<file path="config.mk">
export PLATFORM = sky130hd
export DESIGN_NAME = ttce_queue
export DESIGN_NICKNAME = d
export VERILOG_FILES = /design/src/hw/rtl/ttce_pkg.sv /design/src/hw/rtl/ttce_queue.sv
export SDC_FILE = /design/constraint.sdc
export NUM_CORES = 1
export LEC_CHECK = 0
export BUFFER_PORTS_ARGS = -buffer_cell sky130_fd_sc_hd__buf_4
export CAP_MARGIN = 0
export CORE_UTILIZATION = 45
export CTS_CLUSTER_SIZE = 24
export DETAILED_ROUTE_END_ITERATION = 12
export PLACE_DENSITY = 0.68
export SKIP_LAST_GASP = 1
export SYNTH_ARGS = -nofsm -noshare
export SYNTH_HDL_FRONTEND = slang
export SYNTH_SLANG_ARGS = --single-unit
</file>
<file path="constraint.sdc">
create_clock -name clk -period 5.5 [get_ports clk]
set_input_delay 0.55 -clock clk [delete_from_list [all_inputs] [get_ports clk]]
set_output_delay 0.55 -clock clk [all_outputs]
set_load 0.05 [all_outputs]
</file>
<file path="src/hw/rtl/ttce_pkg.sv">
// ----------------------------------------------------------------------------
// ttce_pkg
// Shared types and codes of the text terminal command engine: the decoded
// operation handed from the front end to the back end, byte codes and states.
// ----------------------------------------------------------------------------
package ttce_pkg;

	// register offsets of the configuration port
	localparam logic [2:0] REG_CLEAR_CHAR = 3'd0;

	// terminal byte codes
	localparam logic [7:0] CH_AS_ON    = 8'd4;
	localparam logic [7:0] CH_AS_OFF   = 8'd5;
	localparam logic [7:0] CH_LEFT     = 8'd8;
	localparam logic [7:0] CH_RIGHT    = 8'd9;
	localparam logic [7:0] CH_DOWN     = 8'd10;
	localparam logic [7:0] CH_UP       = 8'd11;
	localparam logic [7:0] CH_CLEAR    = 8'd12;
	localparam logic [7:0] CH_CR       = 8'd13;
	localparam logic [7:0] CH_VDU23    = 8'd23;
	localparam logic [7:0] CH_FULL     = 8'd26;
	localparam logic [7:0] CH_LITERAL  = 8'd27;
	localparam logic [7:0] CH_VIEWPORT = 8'd28;
	localparam logic [7:0] CH_HOME     = 8'd30;
	localparam logic [7:0] CH_MOVE     = 8'd31;
	localparam logic [7:0] CH_PRINT_LO = 8'd32;
	localparam logic [7:0] CH_DELETE   = 8'd127;

	// parameter counts of the multi-byte commands
	localparam logic [3:0] NPAR_VDU23    = 4'd9;
	localparam logic [3:0] NPAR_LITERAL  = 4'd1;
	localparam logic [3:0] NPAR_VIEWPORT = 4'd4;
	localparam logic [3:0] NPAR_MOVE     = 4'd2;

	// selectors of command 23
	localparam logic [7:0] SEL_CURSOR = 8'd1;
	localparam logic [7:0] SEL_SCROLL = 8'd7;
	localparam logic [7:0] NUM_DIRS   = 8'd4;

	// input opcodes
	localparam logic OPC_FEED = 1'b0;
	localparam logic OPC_READ = 1'b1;

	typedef enum logic [1:0] {
		CMD_VDU23    = 2'd0,
		CMD_LITERAL  = 2'd1,
		CMD_VIEWPORT = 2'd2,
		CMD_MOVE     = 2'd3
	} pend_cmd_t;

	typedef enum logic [4:0] {
		OP_NOP, OP_READ, OP_AS_ON, OP_AS_OFF, OP_LEFT, OP_RIGHT, OP_DOWN, OP_UP,
		OP_CLEAR, OP_CR, OP_FULL, OP_HOME, OP_PUT, OP_DEL, OP_CUR_EN, OP_SCROLL,
		OP_VIEW, OP_MOVE
	} op_kind_t;

	// decoded operation; meaning of p0..p3 depends on kind
	typedef struct packed {
		op_kind_t    kind;
		logic [7:0]  p0;       // char, flag, direction, left or column
		logic [7:0]  p1;       // whole-screen flag, bottom or row
		logic [7:0]  p2;       // right
		logic [7:0]  p3;       // top
		logic [3:0]  rd_row;
		logic [4:0]  rd_col;
		logic [3:0]  pend;     // parameter bytes still awaited
	} op_t;

	// status from back end to front end
	typedef struct packed {
		logic init_done;
	} back_stat_t;

	// scan modes, direction codes match command 23
	typedef enum logic [2:0] {
		SC_RIGHT = 3'd0,
		SC_LEFT  = 3'd1,
		SC_DOWN  = 3'd2,
		SC_UP    = 3'd3,
		SC_CLEAR = 3'd4
	} scan_mode_t;

	typedef enum logic [3:0] {
		B_INIT, B_IDLE, B_DO, B_RDW, B_RIGHT, B_LEFT, B_DOWN, B_UP,
		B_SCRD, B_SCWR, B_DELWR, B_OUT
	} back_state_t;

endpackage

</file>
<file path="src/hw/rtl/ttce_queue.sv">
// ----------------------------------------------------------------------------
// ttce_queue
// Two-entry queue of decoded operations between front and back end.
// ----------------------------------------------------------------------------
module ttce_queue (
	input  logic          clk,
	input  logic          arst_n,
	input  logic          push,
	input  ttce_pkg::op_t push_op,
	output logic          can_push,
	input  logic          pop,
	output logic          head_valid,
	output ttce_pkg::op_t head_op
);
	import ttce_pkg::*;

	op_t        ent_q [2];
	logic       wp_q;
	logic       rp_q;
	logic [1:0] cnt_q;

	assign can_push   = cnt_q != 2'd2;
	assign head_valid = cnt_q != 2'd0;
	assign head_op    = ent_q[rp_q];

	// advance pointers and fill count
	always_ff @(posedge clk or negedge arst_n) begin
		if (!arst_n) begin
			wp_q  <= 1'b0;
			rp_q  <= 1'b0;
			cnt_q <= 2'd0;
		end else begin
			if (push) begin
				wp_q <= ~wp_q;
			end
			if (pop) begin
				rp_q <= ~rp_q;
			end
			cnt_q <= cnt_q + {1'b0, push} - {1'b0, pop};
		end
	end

	always_ff @(posedge clk) begin
		if (push) begin
			ent_q[wp_q] <= push_op;
		end
	end
endmodule

</file>
# Yosys cells after proc, flatten, opt, wreduce, memory -nomap -nowiden
# Memory sizes are Yosys's and may differ from the RTL's.
# Index checks and enable logic that the tools add are counted.
[word_totals]
latchBits = 0
reg_bits = 4
romBits = 0
wordCells = 12
ram_bits = 100
memories = 1
[classes]
addsub = 2
eq_ne = 1
bitwise = 2
reduce_logical = 1
n_mul = 0
n_lt_le_gt_ge = 0
mux = 2
div_mod_pow = 0
shifts = 0
[mem_list]
columns = ["memory", "words", "width", "rd", "rd_clocked_by_memory_dff", "wr", "line", "text"]
rows = [
  ["ent_q", 2, 50, 1, 0, 1, "ttce_queue.sv:17", "op_t ent_q [2];"],
]
[op_table]
columns = ["operator", "count"]
rows = [
  ["2-bit by 1-bit adder with 2-bit output", 1],
  ["1-bit 2-to-1 mux", 2],
  ["2-bit != test, second input constant", 1],
  ["1-bit NOT", 2],
  ["2-bit nonzero test", 1],
  ["2-bit by 1-bit subtractor with 2-bit output", 1],
]

# Depth between registers and ports, before layout
[logic_depth]
depth_word = 2
ltp_mapped = 5
depth_no_buf = 5

# Least setup slack after synthesis
# Ideal clock, no wire load.
[synth_path]
kind = "in2reg"
start = "input port push"
end = "memory ent_q[0][0] in the netlist's numbering (enable)"
n_path_buf = 0
slack_ns = 2.270
arrival_ns = 2.766
required_ns = 5.036
stages = 1
path_cell_list = "nor2b_1"
[synth_via]
elab_chain_cells = 2
[synth_lines]
columns = ["element", "line", "text"]
rows = [
  ["start, declared", "ttce_queue.sv:8", "input logic push,"],
  ["1-bit 2-to-1 mux", "ttce_queue.sv:44", "if (push) begin"],
  ["1-bit 2-to-1 mux (implied by the code)", "ttce_queue.sv:45", "ent_q[wp_q] <= push_op;"],
  ["end, declared", "ttce_queue.sv:17", ""],
]
# No other way between the ends.

==> results.yml <==
grt:
  grt_overflow: 0
  grt_util_all_layers_pct: 13.6
  grt_pass1_wl_um: 9840
  grt_pass1_vias: 1987
  grt_max_degree: 52
  antenna_found_initial: 0
drt:
  via_per_inst: 4.71
  firstDrtPassIters: 3
  route.detailed.drc: 0
  wl_per_cell_um: 15.7
  vias: 1867
  ant_nets: 0
  routed_wl_um: 6230
  drt_iter0_markers: 52
floorplan:
  start_util_pct: 46.6
  core-area_um2: 8720
  rows: 34
  die_y_um: 97.0
  die_area_um2: 9410
  dieWidth_um: 97.0
  ios: 106
finish:
  multi_input_area_um2: 847
  layout-drive-gt1-share_pct: 60.1
  nFillCells: 641
  seq_area_um2: 3110
  area_growth_pct: 25.9
  diodes: 0
  nets: 340
worst_setup_path:
  cp.buffers_inverters: 1
  rrSetupSlack_ns: 3.65
  critPathRequiredTime_ns: 4.95
  crit_arrival_ns: 2.04
  critPathMaxStageDelay_ns: 1.08
  critical_path_class: "register to output pin"
  cp_cell_sequence: "mux2_2, buf_4"
  crit_slowest_cell: "dfrtp_4"
  crit_family: "flip-flops"
  startpoint_type: "register"
  end_kind: "output pin"
  path_max_fanout: 51
clock_tree:
  cts_inserted_buffers: 9
  clk_latency_ns: 0.34
  cts_tree: "yes"
  cts_setup_buffers: 0
  cts.sinks: 104
  cts_resized: 0
  htreeDepth: 3
  clk_pin_slew_ns: 0.09
  root_buffer: "clkbuf_8"
  clk_path_buf_depth: 2
sta:
  min_period_ns: 2.59
  tns_ns: 0
  skew_ns: 0.00516
  finalHoldViolations: 0
  relSlewSlack_pct: 36.1
  final_max_slew_viol_count: 0
  period_share_pct: 47.2
  max_freq_mhz: 385
  worstMarginPinSlew_ns: 0.958
  fin_hold_ws_ns: 0.383
  grt_setup_unrepaired: "no"
  finalSetupViolCount: 0
logic_synthesis:
  ys_ff_latch: 104
  ys_types: 14
  syn_nets: 227
  synth_edf_count: 100
  yosys.area.top_type_share_pct: 74.0
  synthTopCellsByArea: "edfxtp_1 (74%), mux2_4 (18%), buf_12 (2.5%)"
  syn-cell-area_um2: 4060
  yosysWarnings: 0
  ys.flop_type: "edfxtp_1"
  synth.most_common_cell: "edfxtp_1"
  synthArstFlopShare_pct: 3.85
  synth_top_area_cell: "edfxtp_1"
  syn_area_per_cell_um2: 23.7
  yosys-top-cells-count: "edfxtp_1 (100), mux2_4 (49), buf_12 (5)"
  synthCells: 171
  ys_seq_area_share_pct: 76.4
job:
  maxCapViolations: 0
power_and_ir_drop:
  clockPowerShare_pct: 15.9
  internal-power_w: 0.00183
  switching_power_w: 0.00116
  p_sw_share_pct: 38.7
  ir_worst_vdd_mv: 0.273
  power_frac_comb_pct: 44.1
  powerDensity_nw_per_um2: 585
  p_seq_share_pct: 40.1
  p_leak_nw: 2.08
placed_design:
  io_buffer_count: 105
  globalplace.congestion: 0.655
outcome:
  status: "finished, final reports clean"
hold_path:
  hp-class: "primary input to register"
## flip-flops by register name, summed over array words and instances (netlist names)
name and count:
cnt_q 2, ent_q 100, rp_q 1, wp_q 1
## worst paths after layout
path / from / to / cells after the start
min in group asynchronous: arst_n / rp_q$_DFFE_PN0P_ / 2
min: pop / rp_q$_DFFE_PN0P_ / 2
min reg2reg: wp_q$_DFFE_PN0P_ / wp_q$_DFFE_PN0P_ / 1
max in group asynchronous: arst_n / rp_q$_DFFE_PN0P_ / 2
max reg2reg: wp_q$_DFFE_PN0P_ / ent_q[0][32]$_DFFE_PP_ / 2
max: rp_q$_DFFE_PN0P_ / head_op[49] / 2
## cells in the final DEF, fill, tap and decap left out, drive strengths merged
cell type    count
nor2b            1
inv              2
ha               2
bufinv           2
mux2            50
edfxtp         100
and2             1
nand2b           1
xor2             2
dfrtp            4
xor3             1
clkinv           3
buf            107
clkbuf          10
or2              1
dlygate4sd3      1
## power groups by stage
| stage | combinational (W) | sequential [W] | clock, W |
|---|---|---|---|
| floorplan | 0.00116 | 0.00111 | 0 |
| global placement | 0.00133 | 0.00121 | 0 |
| detailed placement | 0.00133 | 0.00122 | 0 |
| CTS | 0.00133 | 0.00120 | 0.000488 |
| global route | 0.00137 | 0.00122 | 0.000522 |
| finish | 0.00132 | 0.00120 | 0.000474 |
## per-stage QoR
step / setup slack [ns] / util [%] / power, W / cells / cell area (um^2)
3_5_place_dp: 3.25 / 56.2 / 0.00255 / 380 / 4900
6_report: 2.91 / 58.6 / 0.00299 / 396 / 5110
3_3_place_gp: 3.26 / 56.2 / 0.00254 / 380 / 4900
4_1_cts: 2.85 / 58.6 / 0.00303 / 396 / 5110
5_1_grt: 2.78 / 58.6 / 0.00311 / 396 / 5110
2_1_floorplan: 2.27 / - / 0.00227 / 171 / 4060
## timing repair
item / in CTS / in global routing
endpoints found under the hold margin: 4 / 0
hold buffers: 1 / 0
endpoints found under the setup margin: 0 / 0
## cells by family after synthesis
group / after synthesis / share of synthesized area, %
multiplexers: 50 / 18.4
adder cells (fa/ha/maj): 2 / 0.616
XOR/XNOR: 3 / 1.02
AND/OR/NAND/NOR: 4 / 0.617
buffers and inverters: 8 / 2.93
flip-flops: 104 / 76.4
## routing by layer
metal	global-route usage, %	wire, um
met5	0	0
met4	5.17	46
met3	4.91	524
met2	21.1	3000
met1	17.4	2660
## area by class of cell
type	instances	area share (%)
Tap cell	108	2.64
Clock inverter	5	1.42
Sequential cell	104	60.8
Timing Repair Buffer	108	15.9
Clock buffer	10	2.50
Inverter	2	0.147
Multi-Input combinational cell	59	16.6
Power figures use the tool's default switching activity.
