## config.mk

```make
export PLATFORM = sky130hd
export DESIGN_NAME = ttce_front_flat
export DESIGN_NICKNAME = d
export VERILOG_FILES = /design/src/hw/rtl/ttce_pkg.sv /design/src/hw/rtl/ttce_if.sv /design/src/hw/rtl/ttce_front.sv /design/src/flat_wrapper.sv
export SDC_FILE = /design/constraint.sdc
export NUM_CORES = 1
export LEC_CHECK = 0
export BUFFER_PORTS_ARGS = -buffer_cell sky130_fd_sc_hd__clkbuf_2
export CAP_MARGIN = 40
export CORE_UTILIZATION = 58
export CTS_CLUSTER_SIZE = 8
export DETAILED_ROUTE_END_ITERATION = 12
export PLACE_DENSITY = 0.86
export SLEW_MARGIN = 20
export SYNTH_ARGS = -nofsm -noshare
export SYNTH_HDL_FRONTEND = slang
export SYNTH_SLANG_ARGS = --single-unit
```

## constraint.sdc

```tcl
create_clock -name clk -period 4.17 [get_ports clk]
set_input_delay 0.417 -clock clk [delete_from_list [all_inputs] [get_ports clk]]
set_output_delay 0.417 -clock clk [all_outputs]
set_load 0.02 [all_outputs]
```

## src/hw/rtl/ttce_pkg.sv

```systemverilog
// ----------------------------------------------------------------------------
// ttce_pkg
// Shared types and codes of the text terminal command engine: the decoded
// operation handed from the front end to the back end, byte codes and states.
// ----------------------------------------------------------------------------
package ttce_pkg;

	// register offsets of the configuration port
	localparam logic [2:0] REG_CLEAR_CHAR = 3'd0;

	// terminal byte codes
	localparam logic [7:0] CH_AS_ON    = 8'd4;
	localparam logic [7:0] CH_AS_OFF   = 8'd5;
	localparam logic [7:0] CH_LEFT     = 8'd8;
	localparam logic [7:0] CH_RIGHT    = 8'd9;
	localparam logic [7:0] CH_DOWN     = 8'd10;
	localparam logic [7:0] CH_UP       = 8'd11;
	localparam logic [7:0] CH_CLEAR    = 8'd12;
	localparam logic [7:0] CH_CR       = 8'd13;
	localparam logic [7:0] CH_VDU23    = 8'd23;
	localparam logic [7:0] CH_FULL     = 8'd26;
	localparam logic [7:0] CH_LITERAL  = 8'd27;
	localparam logic [7:0] CH_VIEWPORT = 8'd28;
	localparam logic [7:0] CH_HOME     = 8'd30;
	localparam logic [7:0] CH_MOVE     = 8'd31;
	localparam logic [7:0] CH_PRINT_LO = 8'd32;
	localparam logic [7:0] CH_DELETE   = 8'd127;

	// parameter counts of the multi-byte commands
	localparam logic [3:0] NPAR_VDU23    = 4'd9;
	localparam logic [3:0] NPAR_LITERAL  = 4'd1;
	localparam logic [3:0] NPAR_VIEWPORT = 4'd4;
	localparam logic [3:0] NPAR_MOVE     = 4'd2;

	// selectors of command 23
	localparam logic [7:0] SEL_CURSOR = 8'd1;
	localparam logic [7:0] SEL_SCROLL = 8'd7;
	localparam logic [7:0] NUM_DIRS   = 8'd4;

	// input opcodes
	localparam logic OPC_FEED = 1'b0;
	localparam logic OPC_READ = 1'b1;

	typedef enum logic [1:0] {
		CMD_VDU23    = 2'd0,
		CMD_LITERAL  = 2'd1,
		CMD_VIEWPORT = 2'd2,
		CMD_MOVE     = 2'd3
	} pend_cmd_t;

	typedef enum logic [4:0] {
		OP_NOP, OP_READ, OP_AS_ON, OP_AS_OFF, OP_LEFT, OP_RIGHT, OP_DOWN, OP_UP,
		OP_CLEAR, OP_CR, OP_FULL, OP_HOME, OP_PUT, OP_DEL, OP_CUR_EN, OP_SCROLL,
		OP_VIEW, OP_MOVE
	} op_kind_t;

	// decoded operation; meaning of p0..p3 depends on kind
	typedef struct packed {
		op_kind_t    kind;
		logic [7:0]  p0;       // char, flag, direction, left or column
		logic [7:0]  p1;       // whole-screen flag, bottom or row
		logic [7:0]  p2;       // right
		logic [7:0]  p3;       // top
		logic [3:0]  rd_row;
		logic [4:0]  rd_col;
		logic [3:0]  pend;     // parameter bytes still awaited
	} op_t;

	// status from back end to front end
	typedef struct packed {
		logic init_done;
	} back_stat_t;

	// scan modes, direction codes match command 23
	typedef enum logic [2:0] {
		SC_RIGHT = 3'd0,
		SC_LEFT  = 3'd1,
		SC_DOWN  = 3'd2,
		SC_UP    = 3'd3,
		SC_CLEAR = 3'd4
	} scan_mode_t;

	typedef enum logic [3:0] {
		B_INIT, B_IDLE, B_DO, B_RDW, B_RIGHT, B_LEFT, B_DOWN, B_UP,
		B_SCRD, B_SCWR, B_DELWR, B_OUT
	} back_state_t;

endpackage

```

## src/hw/rtl/ttce_if.sv

```systemverilog
// ----------------------------------------------------------------------------
// ttce_if
// Valid/ready channels of the engine: command items in, result items out.
// ----------------------------------------------------------------------------
interface ttce_cmd_if;
	logic       valid;
	logic       ready;
	logic       opcode;
	logic [7:0] data_byte;
	logic [3:0] cell_row;
	logic [4:0] cell_column;

	modport source (output valid, opcode, data_byte, cell_row, cell_column, input ready);
	modport sink   (input valid, opcode, data_byte, cell_row, cell_column, output ready);
endinterface


```

## src/hw/rtl/ttce_front.sv

```systemverilog
// ----------------------------------------------------------------------------
// ttce_front
// Front end: accept command items, collect parameter bytes and classify each
// item into one decoded operation for the back end.
// ----------------------------------------------------------------------------
module ttce_front (
	input  logic                clk,
	input  logic                arst_n,
	ttce_cmd_if.sink            cmd,
	input  ttce_pkg::back_stat_t stat,
	input  logic                q_can_push,
	output logic                q_push,
	output ttce_pkg::op_t       q_op
);
	import ttce_pkg::*;

	logic [3:0] pcnt_q;
	pend_cmd_t  pcmd_q;
	logic [7:0] store_q [9];

	logic [3:0] pcnt_d;
	pend_cmd_t  pcmd_d;
	op_t        op;
	logic [7:0] c;

	assign cmd.ready = q_can_push & stat.init_done;
	assign q_push    = cmd.valid & cmd.ready;
	assign c         = cmd.data_byte;
	assign q_op      = op;

	// classify the item
	always_comb begin
		pcnt_d    = pcnt_q;
		pcmd_d    = pcmd_q;
		op        = '0;
		op.kind   = OP_NOP;
		op.rd_row = cmd.cell_row;
		op.rd_col = cmd.cell_column;
		if (cmd.opcode == OPC_READ) begin
			op.kind = OP_READ;
		end else if (pcnt_q != 4'd0) begin
			pcnt_d = pcnt_q - 4'd1;
			if (pcnt_q == 4'd1) begin
				unique case (pcmd_q)
					CMD_VDU23: begin
						if (store_q[8] == SEL_CURSOR) begin
							op.kind = OP_CUR_EN;
							op.p0   = {7'd0, store_q[7] != 8'd0};
						end else if (store_q[8] == SEL_SCROLL && store_q[6] < NUM_DIRS) begin
							op.kind = OP_SCROLL;
							op.p0   = store_q[6];
							op.p1   = {7'd0, store_q[7] != 8'd0};
						end
					end
					CMD_LITERAL: begin
						op.kind = OP_PUT;
						op.p0   = c;
					end
					CMD_VIEWPORT: begin
						op.kind = OP_VIEW;
						op.p0   = store_q[3];
						op.p1   = store_q[2];
						op.p2   = store_q[1];
						op.p3   = c;
					end
					CMD_MOVE: begin
						op.kind = OP_MOVE;
						op.p0   = store_q[1];
						op.p1   = c;
					end
				endcase
			end
		end else if (c[7]) begin
			op.kind = OP_NOP;
		end else if (c < CH_PRINT_LO) begin
			unique case (c)
				CH_AS_ON:    op.kind = OP_AS_ON;
				CH_AS_OFF:   op.kind = OP_AS_OFF;
				CH_LEFT:     op.kind = OP_LEFT;
				CH_RIGHT:    op.kind = OP_RIGHT;
				CH_DOWN:     op.kind = OP_DOWN;
				CH_UP:       op.kind = OP_UP;
				CH_CLEAR:    op.kind = OP_CLEAR;
				CH_CR:       op.kind = OP_CR;
				CH_FULL:     op.kind = OP_FULL;
				CH_HOME:     op.kind = OP_HOME;
				CH_VDU23:    begin pcmd_d = CMD_VDU23;    pcnt_d = NPAR_VDU23;    end
				CH_LITERAL:  begin pcmd_d = CMD_LITERAL;  pcnt_d = NPAR_LITERAL;  end
				CH_VIEWPORT: begin pcmd_d = CMD_VIEWPORT; pcnt_d = NPAR_VIEWPORT; end
				CH_MOVE:     begin pcmd_d = CMD_MOVE;     pcnt_d = NPAR_MOVE;     end
				default:     op.kind = OP_NOP;
			endcase
		end else if (c == CH_DELETE) begin
			op.kind = OP_DEL;
		end else begin
			op.kind = OP_PUT;
			op.p0   = c;
		end
		op.pend = pcnt_d;
	end

	// hold command collection state
	always_ff @(posedge clk or negedge arst_n) begin
		if (!arst_n) begin
			pcnt_q <= 4'd0;
			pcmd_q <= CMD_VDU23;
		end else if (q_push) begin
			pcnt_q <= pcnt_d;
			pcmd_q <= pcmd_d;
		end
	end

	// store parameter bytes, last one arrives at entry zero
	always_ff @(posedge clk) begin
		if (q_push && cmd.opcode == OPC_FEED && pcnt_q != 4'd0) begin
			store_q[4'(pcnt_q - 4'd1)] <= c;
		end
	end
endmodule

```

## src/flat_wrapper.sv

```systemverilog
// flat-port wrapper written by rule: the top's interface ports become plain ports
module ttce_front_flat import ttce_pkg::*;
  (clk, arst_n, stat, q_can_push, q_push, q_op, cmd_valid, cmd_opcode, cmd_data_byte, cmd_cell_row, cmd_cell_column, cmd_ready);
  ttce_cmd_if cmd_i ();
  input  logic clk;
  input  logic arst_n;
  input  ttce_pkg::back_stat_t stat;
  input  logic q_can_push;
  output logic q_push;
  output ttce_pkg::op_t q_op;
  input wire logic [$bits(cmd_i.valid)-1:0] cmd_valid;
  input wire logic [$bits(cmd_i.opcode)-1:0] cmd_opcode;
  input wire logic [$bits(cmd_i.data_byte)-1:0] cmd_data_byte;
  input wire logic [$bits(cmd_i.cell_row)-1:0] cmd_cell_row;
  input wire logic [$bits(cmd_i.cell_column)-1:0] cmd_cell_column;
  output wire logic [$bits(cmd_i.ready)-1:0] cmd_ready;
  assign cmd_i.valid = cmd_valid;
  assign cmd_i.opcode = cmd_opcode;
  assign cmd_i.data_byte = cmd_data_byte;
  assign cmd_i.cell_row = cmd_cell_row;
  assign cmd_i.cell_column = cmd_cell_column;
  assign cmd_ready = cmd_i.ready;
  ttce_front u_core (.clk(clk), .arst_n(arst_n), .cmd(cmd_i), .stat(stat), .q_can_push(q_can_push), .q_push(q_push), .q_op(q_op));
endmodule
```

=== Word-level counts from Yosys, hierarchy flattened ===
Memory sizes are Yosys's and may differ from the RTL's.
Cells that the tools add are included.

* Bits in registers: 6
* Latch bits: 0
* RAM bits: 72
* ROM bits: 0
* Bits of input ports: 23
* Memories: 1

{| class="wikitable"
|+ Memory list
! memory !! words !! width !! read ports !! clocked after memory_dff !! write ports !! RTL line !! text
|-
| u_core.store_q || 9 || 8 || 6 || 0 || 1 || ttce_front.sv:19 || <nowiki>logic [7:0] store_q [9];</nowiki>
|}

* Add/subtract/negate cells: 1
* $mul: 0
* Divide/modulo/power cells: 0
* Order comparisons: 2
* Equal/unequal tests: 21
* Shift-type cells: 0
* Mux-type cells: 26
* Bitwise logic cells: 5
* Reduce and logical (&&, ||, !) cells: 8

{| class="wikitable"
|+ Operator list
! operator !! count
|-
| $pmux 13 s4 || 1
|-
| $eq 8x4->1 const B || 6
|-
| $eq 8x5->1 const B || 6
|-
| $pmux 4 s10 || 1
|-
| $mux 37 || 1
|-
| $mux 32 || 1
|-
| $mux 13 || 2
|-
| $eq 8x3->1 const B || 3
|-
| $mux 24 || 1
|-
| $mux 8 || 3
|-
| $pmux 8 s3 || 1
|-
| $mux 20 || 1
|-
| $mux 16 || 1
|-
| $mux 4 || 4
|-
| $pmux 4 s4 || 1
|-
| $mux 5 || 3
|-
| $eq 8x1->1 const B || 1
|-
| $eq 8x7->1 const B || 1
|-
| $lt 8x3->1 const B || 1
|-
| $lt 8x6->1 const B || 1
|-
| $pmux 2 s4 || 1
|-
| $reduce_bool 4->1 || 2
|-
| $reduce_bool 8->1 || 1
|-
| $mux 7 || 1
|-
| 10 further kinds || 18
|}

=== Longest topological paths before layout ===
Gate-level depths: netlist (run 1).
An unclocked memory read counts as a cell.

* Word-level depth: 9
* Depth in mapped cells: 8
* Gate-level depth less buffers: 7

=== Worst setup path before layout (run 1) ===
OpenSTA, ideal clock, no wires.

* Kind: register to output
* Start: register u_core.pcnt_q[0]
* End: output q_op[0] (netlist name)
* Arrival: 2,224 ps
* Slack: 1,529 ps
* Stages on the path, launching flop included: 8
* Path through: dfrtp_1 -> inv_1 -> ha_1 -> or3b_1 -> buf_6 -> or3_1 -> or3_4 -> o21ai_0

{| class="wikitable"
|+ RTL lines
! what !! RTL line !! text
|-
| from (decl) || ttce_front.sv:17 || <nowiki>logic [3:0] pcnt_q;</nowiki>
|-
| from (signal assigned) || ttce_front.sv:108 || <nowiki>pcnt_q <= pcnt_d;</nowiki>
|-
| to (decl) || flat_wrapper.sv:10 || <nowiki>output ttce_pkg::op_t q_op;</nowiki>
|}

==> results of run 1 <==
==> Yosys cell counts (2+ instances only) <==
master,n,area (sq um)
xnor2_1,3,26.3
a22o_1,5,43.8
buf_6,4,45.0
inv_1,6,22.5
or3_1,3,18.8
a31oi_1,4,25.0
o21a_1,2,15.0
mux2i_1,9,90.1
nand2_1,16,60.1
ha_1,6,75.1
o22a_2,2,20.0
nor3_1,5,25.0
o22ai_1,4,25.0
nand4_1,4,25.0
nor2_1,37,139
nor4_1,6,37.5
a21oi_1,17,85.1
edfxtp_1,48,1440
buf_1,2,7.51
clkbuf_1,9,33.8
and2_1,22,138
dfrtp_1,6,150
o31ai_1,2,15.0
buf_2,4,20.0
nor2b_1,5,31.3
o2bb2ai_1,2,17.5
buf_4,9,67.6
nand3_1,7,35.0
a22oi_1,2,15.0
a211oi_1,3,22.5
mux2_2,9,101
==> kinds of logic (layout without fill, tap and decap cells) <==
logic type	count (synthesis)	after routing	synth area share [%]
buffers and inverters	35	72	6.80
xor gates and xnor gates	3	3	0.851
AOI/OAI and AO/OA	58	58	13.2
DFF	54	54	51.5
adders and majority gates	6	6	2.43
muxes	18	18	6.20
and+or+nand+nor	114	114	19.0
==> stage by stage <==
stage	instance area (sq um)	worst slack (ns)	total power [uW]	util (%)	hold WS, ns
after floorplan	3090	1.53	988	-	0.121
after global placement	3280	1.37	1070	64.2	0.257
after detailed placement	3290	1.28	1080	64.5	0.261
after CTS	3380	0.923	1360	66.3	0.459
after global routing	3380	0.625	1430	66.3	0.487
final	3380	0.887	1360	66.3	0.453
==> how the worst min path moves through the flow <==
stage                 from                           end  slack [ns]  cells after the start
floorplan           arst_n  u_core.pcmd_q[0]$_DFFE_PN0P_        0.12                      0
global placement    arst_n  u_core.pcmd_q[1]$_DFFE_PN0P_        0.26                      1
detailed placement  arst_n  u_core.pcnt_q[3]$_DFFE_PN0P_        0.26                      1
CTS                 arst_n  u_core.pcnt_q[3]$_DFFE_PN0P_        0.46                      2
global route        arst_n  u_core.pcmd_q[0]$_DFFE_PN0P_        0.49                      2
finish              arst_n  u_core.pcnt_q[3]$_DFFE_PN0P_        0.45                      2
==> state kept, by name (all words and copies together) (netlist names) <==
register and cells:
u_core.store_q 48, u_core.pcnt_q 4, u_core.pcmd_q 2
==> per-layer routing <==
metal | GRT usage [%] | vias up | wire length, microns
li1 | - | 1122 | -
met1 | 36.0 | 1139 | 2870
met2 | 42.9 | 186 | 3390
met3 | 5.09 | 30 | 750
met4 | 10.9 | 0 | 214
met5 | 0 | - | 0
==> power by group <==
part           internal [uW]  switching (uW)
registers                611            31.9
logic                    150             285
clock network            116             168
==> what timing repair did <==
action	4_1_cts	5_1_grt
setup endpoints to repair	0	0
hold endpoints to repair	6	0
hold buffers	1	0
==> cell type report <==
cell class,count,share of cell area (%)
inverter,6,0.665
sequential,54,47.0
tap,70,2.59
multi-input combinational,199,38.0
clock inverter,2,0.407
clock buffer,5,2.03
timing repair buffer,59,9.24
==> reports/metrics.yaml, run 1 <==
finalCritPeriodShare_pct: 78.7
dp_hpwl_mm: 4.84
worst_path_max_delay_cell: "nor2_1"
post_cts_resized: 0
path_clk_slew_ns: 0.11
finalSetupTns_ns: 0
worstSetupPathType: "flip-flop to output port"
postCtsSetupRepairBufs: 0
tightest_slew_ns: 0.750
clk_latency_ns: 0.31
yosys_register_bits: 54
r2r_start: "u_core.pcnt_q[0]$_DFFE_PN0P_"
crit_top_cell: "and2_1"
cp-startpoint: "u_core.pcnt_q[1]$_DFFE_PN0P_"
startpoint_type: "flip-flop"
grt_pass1_vias: 2180
core_sq_um: 5110
fin_crit_ns: 3.28
place_inst: 387
vias_per_cell: 6.27
dieWidth_microns: 75.0
antenna_cells: 0
syn2layout_area_growth_pct: 9.56
grt_max_degree: 23
cts_tree: "built"
regArea_sq_um: 1590
antenna_found_initial: 0
drt_wl_total_mm: 7.23
fillCellCount: 401
grt_usage_pct: 26.7
synthArstFlopShare_pct: 11.1
start_util_pct: 60.5
crit_cells: 7
worstPathCellList: "inv_1, ha_1, and2_1, nand3_1, nor2_1, and2_1, clkbuf_2"
root_buffer: "clkbuf_8"
gp_congestion: 0.889
slowest_delay_ns: 0.63
final_cell_mix: "56 x clkbuf_2, 48 x edfxtp_1, 37 x nor2_1, 22 x and2_1, 17 x a21oi_1"
cts_buffers: 5
hold_viol_final: 0
multi_input_comb_area_sq_um: 1290
seq_area_frac_synth_pct: 51.5
drt_iter0_markers: 445
grt_pass1_wl_mm: 10.8
power.density_nw_per_um2: 403
status: "completed"
routed-via-count: 2477
crit_end: "q_op[27]"
syn_inst: 288
syn_area_sq_um: 3090
stdcell_count: 395
critPathBufInv: 2
end_kind: "output port"
avgRoutedWirePerCell_microns: 18.3
layout_commonest_cell: "clkbuf_2"
r2r_cells: 6
ios: 75
yosys_warnings: 0
syn_area_per_cell_sq_um: 10.7
skew_ns: 0.0166
drive_above_1_share_pct: 24.6
rows: 26
port_buffers: 56
die_y_microns: 75.0
synth_cell_type_count: 56
worst_ep_arrival_time_ns: 2.87
slew-limit-headroom_pct: 49.3
synth_edf_count: 48
fin_nets: 354
clock-sinks: 54
cts.path.max_buffers: 2
slew_viol_final: 0
r2r-end: "u_core.store_q[8][1]$_DFFE_PP_"
setup_viol: 0
max_freq_mhz: 305
required_ns: 3.75
dieArea_sq_um: 5620
power_leakage_uw: 0.00127
cts_max_level: 2
dr.pass1.iters: 7
drv_cap: 0
rsz0062_at_grt: "false"
grt_overflow_total: 0
cpLargestDelayFamily: "simple AND/OR/NAND/NOR gates"
synth_nets: 317
hold_class: "input pin to asynchronous set/reset pin"
drc: 0
path_max_fanout: 15
ant_nets: 0
synthFlopType: "edfxtp_1"
ir_drop_mv: 0.280
regToRegSetupSlack_ns: 1.51
No activity file was read; power rests on OpenSTA's default activity.
==> run 2: changes to the inputs <==
CORE_UTILIZATION = 48   (was 58)
PLACE_DENSITY = 0.76   (was 0.86)
clock period = 2.87 ns   (was 4.17 ns; I/O delays follow)
==> reports/metrics.yaml, run 2 (synthesized netlist as in run 1, its figures left out) <==
drive_above_1_share_pct: 29.2
ir_drop_mv: 0.435
startpoint_type: "flip-flop"
finalSetupTns_ns: 0
worstPathCellList: "nor4_1, nand3_1, nor2_1, a21oi_1, o311ai_0, clkbuf_2"
tightest_slew_ns: 0.708
fin_crit_ns: 2.80
die_y_microns: 82.2
grt_max_degree: 22
critPathBufInv: 1
vias_per_cell: 5.93
clock-sinks: 54
power_leakage_uw: 0.00135
cts_tree: "built"
skew_ns: 0.0198
p_sw_share_pct: 34.1
grt_usage_pct: 23.4
status: "completed"
ant_nets: 0
end_kind: "output port"
p_switching_uw: 732
largestRegisters: "u_core.store_q (48), u_core.pcnt_q (4), u_core.pcmd_q (2)"
final_cell_mix: "55 x clkbuf_2, 48 x edfxtp_1, 37 x nor2_1, 22 x and2_1, 18 x buf_4"
r2r-end: "u_core.pcnt_q[0]$_DFFE_PN0P_"
dp_hpwl_mm: 5.14
dr.pass1.iters: 5
root_buffer: "clkbuf_8"
avgRoutedWirePerCell_microns: 17.9
max_freq_mhz: 357
rsz0062_at_grt: "false"
power.density_nw_per_um2: 606
clk_latency_ns: 0.32
drv_cap: 0
drc: 0
dieWidth_microns: 82.2
p_seq_share_pct: 43.6
regToRegSetupSlack_ns: 0.55
syn2layout_area_growth_pct: 14.8
dieArea_sq_um: 6760
core_sq_um: 6060
hold_class: "input pin to asynchronous set/reset pin"
layout_commonest_cell: "clkbuf_2"
antenna_cells: 0
r2r_start: "u_core.pcnt_q[1]$_DFFE_PN0P_"
internal_power_uw: 1420
slowest_delay_ns: 0.51
antenna_found_initial: 0
path_max_fanout: 3
clkPwrFrac_pct: 24.3
worst_ep_arrival_time_ns: 2.52
grt_pass1_wl_mm: 11.3
final_util_pct: 58.5
cts_buffers: 5
worst_path_max_delay_cell: "nor4_1"
place_inst: 405
hold_viol_final: 0
top_register: "u_core.store_q"
grt_pass1_vias: 2151
slew_viol_final: 0
finalCritPeriodShare_pct: 97.7
port_buffers: 56
drt_iter0_markers: 274
drt_wl_total_mm: 7.45
r2r_cells: 7
cpLargestDelayFamily: "simple AND/OR/NAND/NOR gates"
path_clk_slew_ns: 0.11
worstSetupPathType: "flip-flop to output port"
required_ns: 2.58
start_util_pct: 51.0
largest_reg_flops: 48
rows: 28
cts.path.max_buffers: 2
setup_viol: 0
routed-via-count: 2472
gp_congestion: 0.961
slew-limit-headroom_pct: 52.6
cts_max_level: 2
grt_overflow_total: 0
fin_nets: 370
comb_power_share_pct: 32.2
stdcell_count: 417
ios: 75
-- run 2: worst max path at each step --
stage	from	end	slack, ns	cells past startpoint
6_report	u_core.store_q[8][5]$_DFFE_PP_	q_op[45]	0.07	6
5_1_grt	u_core.pcnt_q[1]$_DFFE_PN0P_	q_op[0]	0.02	7
4_1_cts	u_core.pcnt_q[0]$_DFFE_PN0P_	q_op[0]	0.03	7
3_5_place_dp	u_core.pcnt_q[0]$_DFFE_PN0P_	q_op[0]	0.28	7
3_3_place_gp	u_core.pcnt_q[0]$_DFFE_PN0P_	q_op[0]	0.35	7
2_1_floorplan	u_core.pcnt_q[0]$_DFFE_PN0P_	q_op[0]	0.36	7
-- run 2: per-stage QoR --
| step | cell area (sq um) | power, uW | setup slack [ns] | hold slack (ns) |
|---|---|---|---|---|
| 2_1_floorplan | 3090 | 1440 | 0.359 | -0.00859 |
| 3_3_place_gp | 3390 | 1580 | 0.349 | 0.130 |
| 3_5_place_dp | 3390 | 1590 | 0.281 | 0.133 |
| 4_1_cts | 3510 | 2100 | 0.0284 | 0.316 |
| 5_1_grt | 3550 | 2250 | 0.0156 | 0.319 |
| 6_report | 3550 | 2150 | 0.0670 | 0.318 |
-- run 2: timing repair --
| action | 4_1_cts | 5_1_grt |
|---|---|---|
| endpoints found under the setup margin | 1 | 3 |
| hold endpoints to repair | 6 | 0 |
| hold buffers | 1 | 0 |
| gates resized for setup | 3 | 3 |
| buffers inserted | 0 | 3 |
-- run 2: power groups by stage --
stage	clock network (uW)	logic, uW	registers (uW)
2_1_floorplan	0	508	927
3_3_place_gp	0	630	949
3_5_place_dp	0	636	950
4_1_cts	521	646	934
5_1_grt	553	759	939
6_report	521	691	936
-- run 2: per-layer routing --
| metal | GRT usage [%] | vias to the layer above | share of wire (%) |
|---|---|---|---|
| li1 | - | 1156 | - |
| met1 | 34.2 | 1188 | 43 |
| met2 | 35.3 | 115 | 47 |
| met3 | 3.41 | 13 | 8.0 |
| met4 | 8.60 | 0 | 2.2 |
| met5 | 0 | - | 0 |
-- run 2: area by class of cell --
type                       count  area [sq um]
fill                         519          2510
clock inverter                 3          42.5
multi-input combinational    199          1300
inverter                       6          22.5
tap                           75          93.8
sequential                    54          1590
timing repair buffer          75           425
clock buffer                   5          68.8
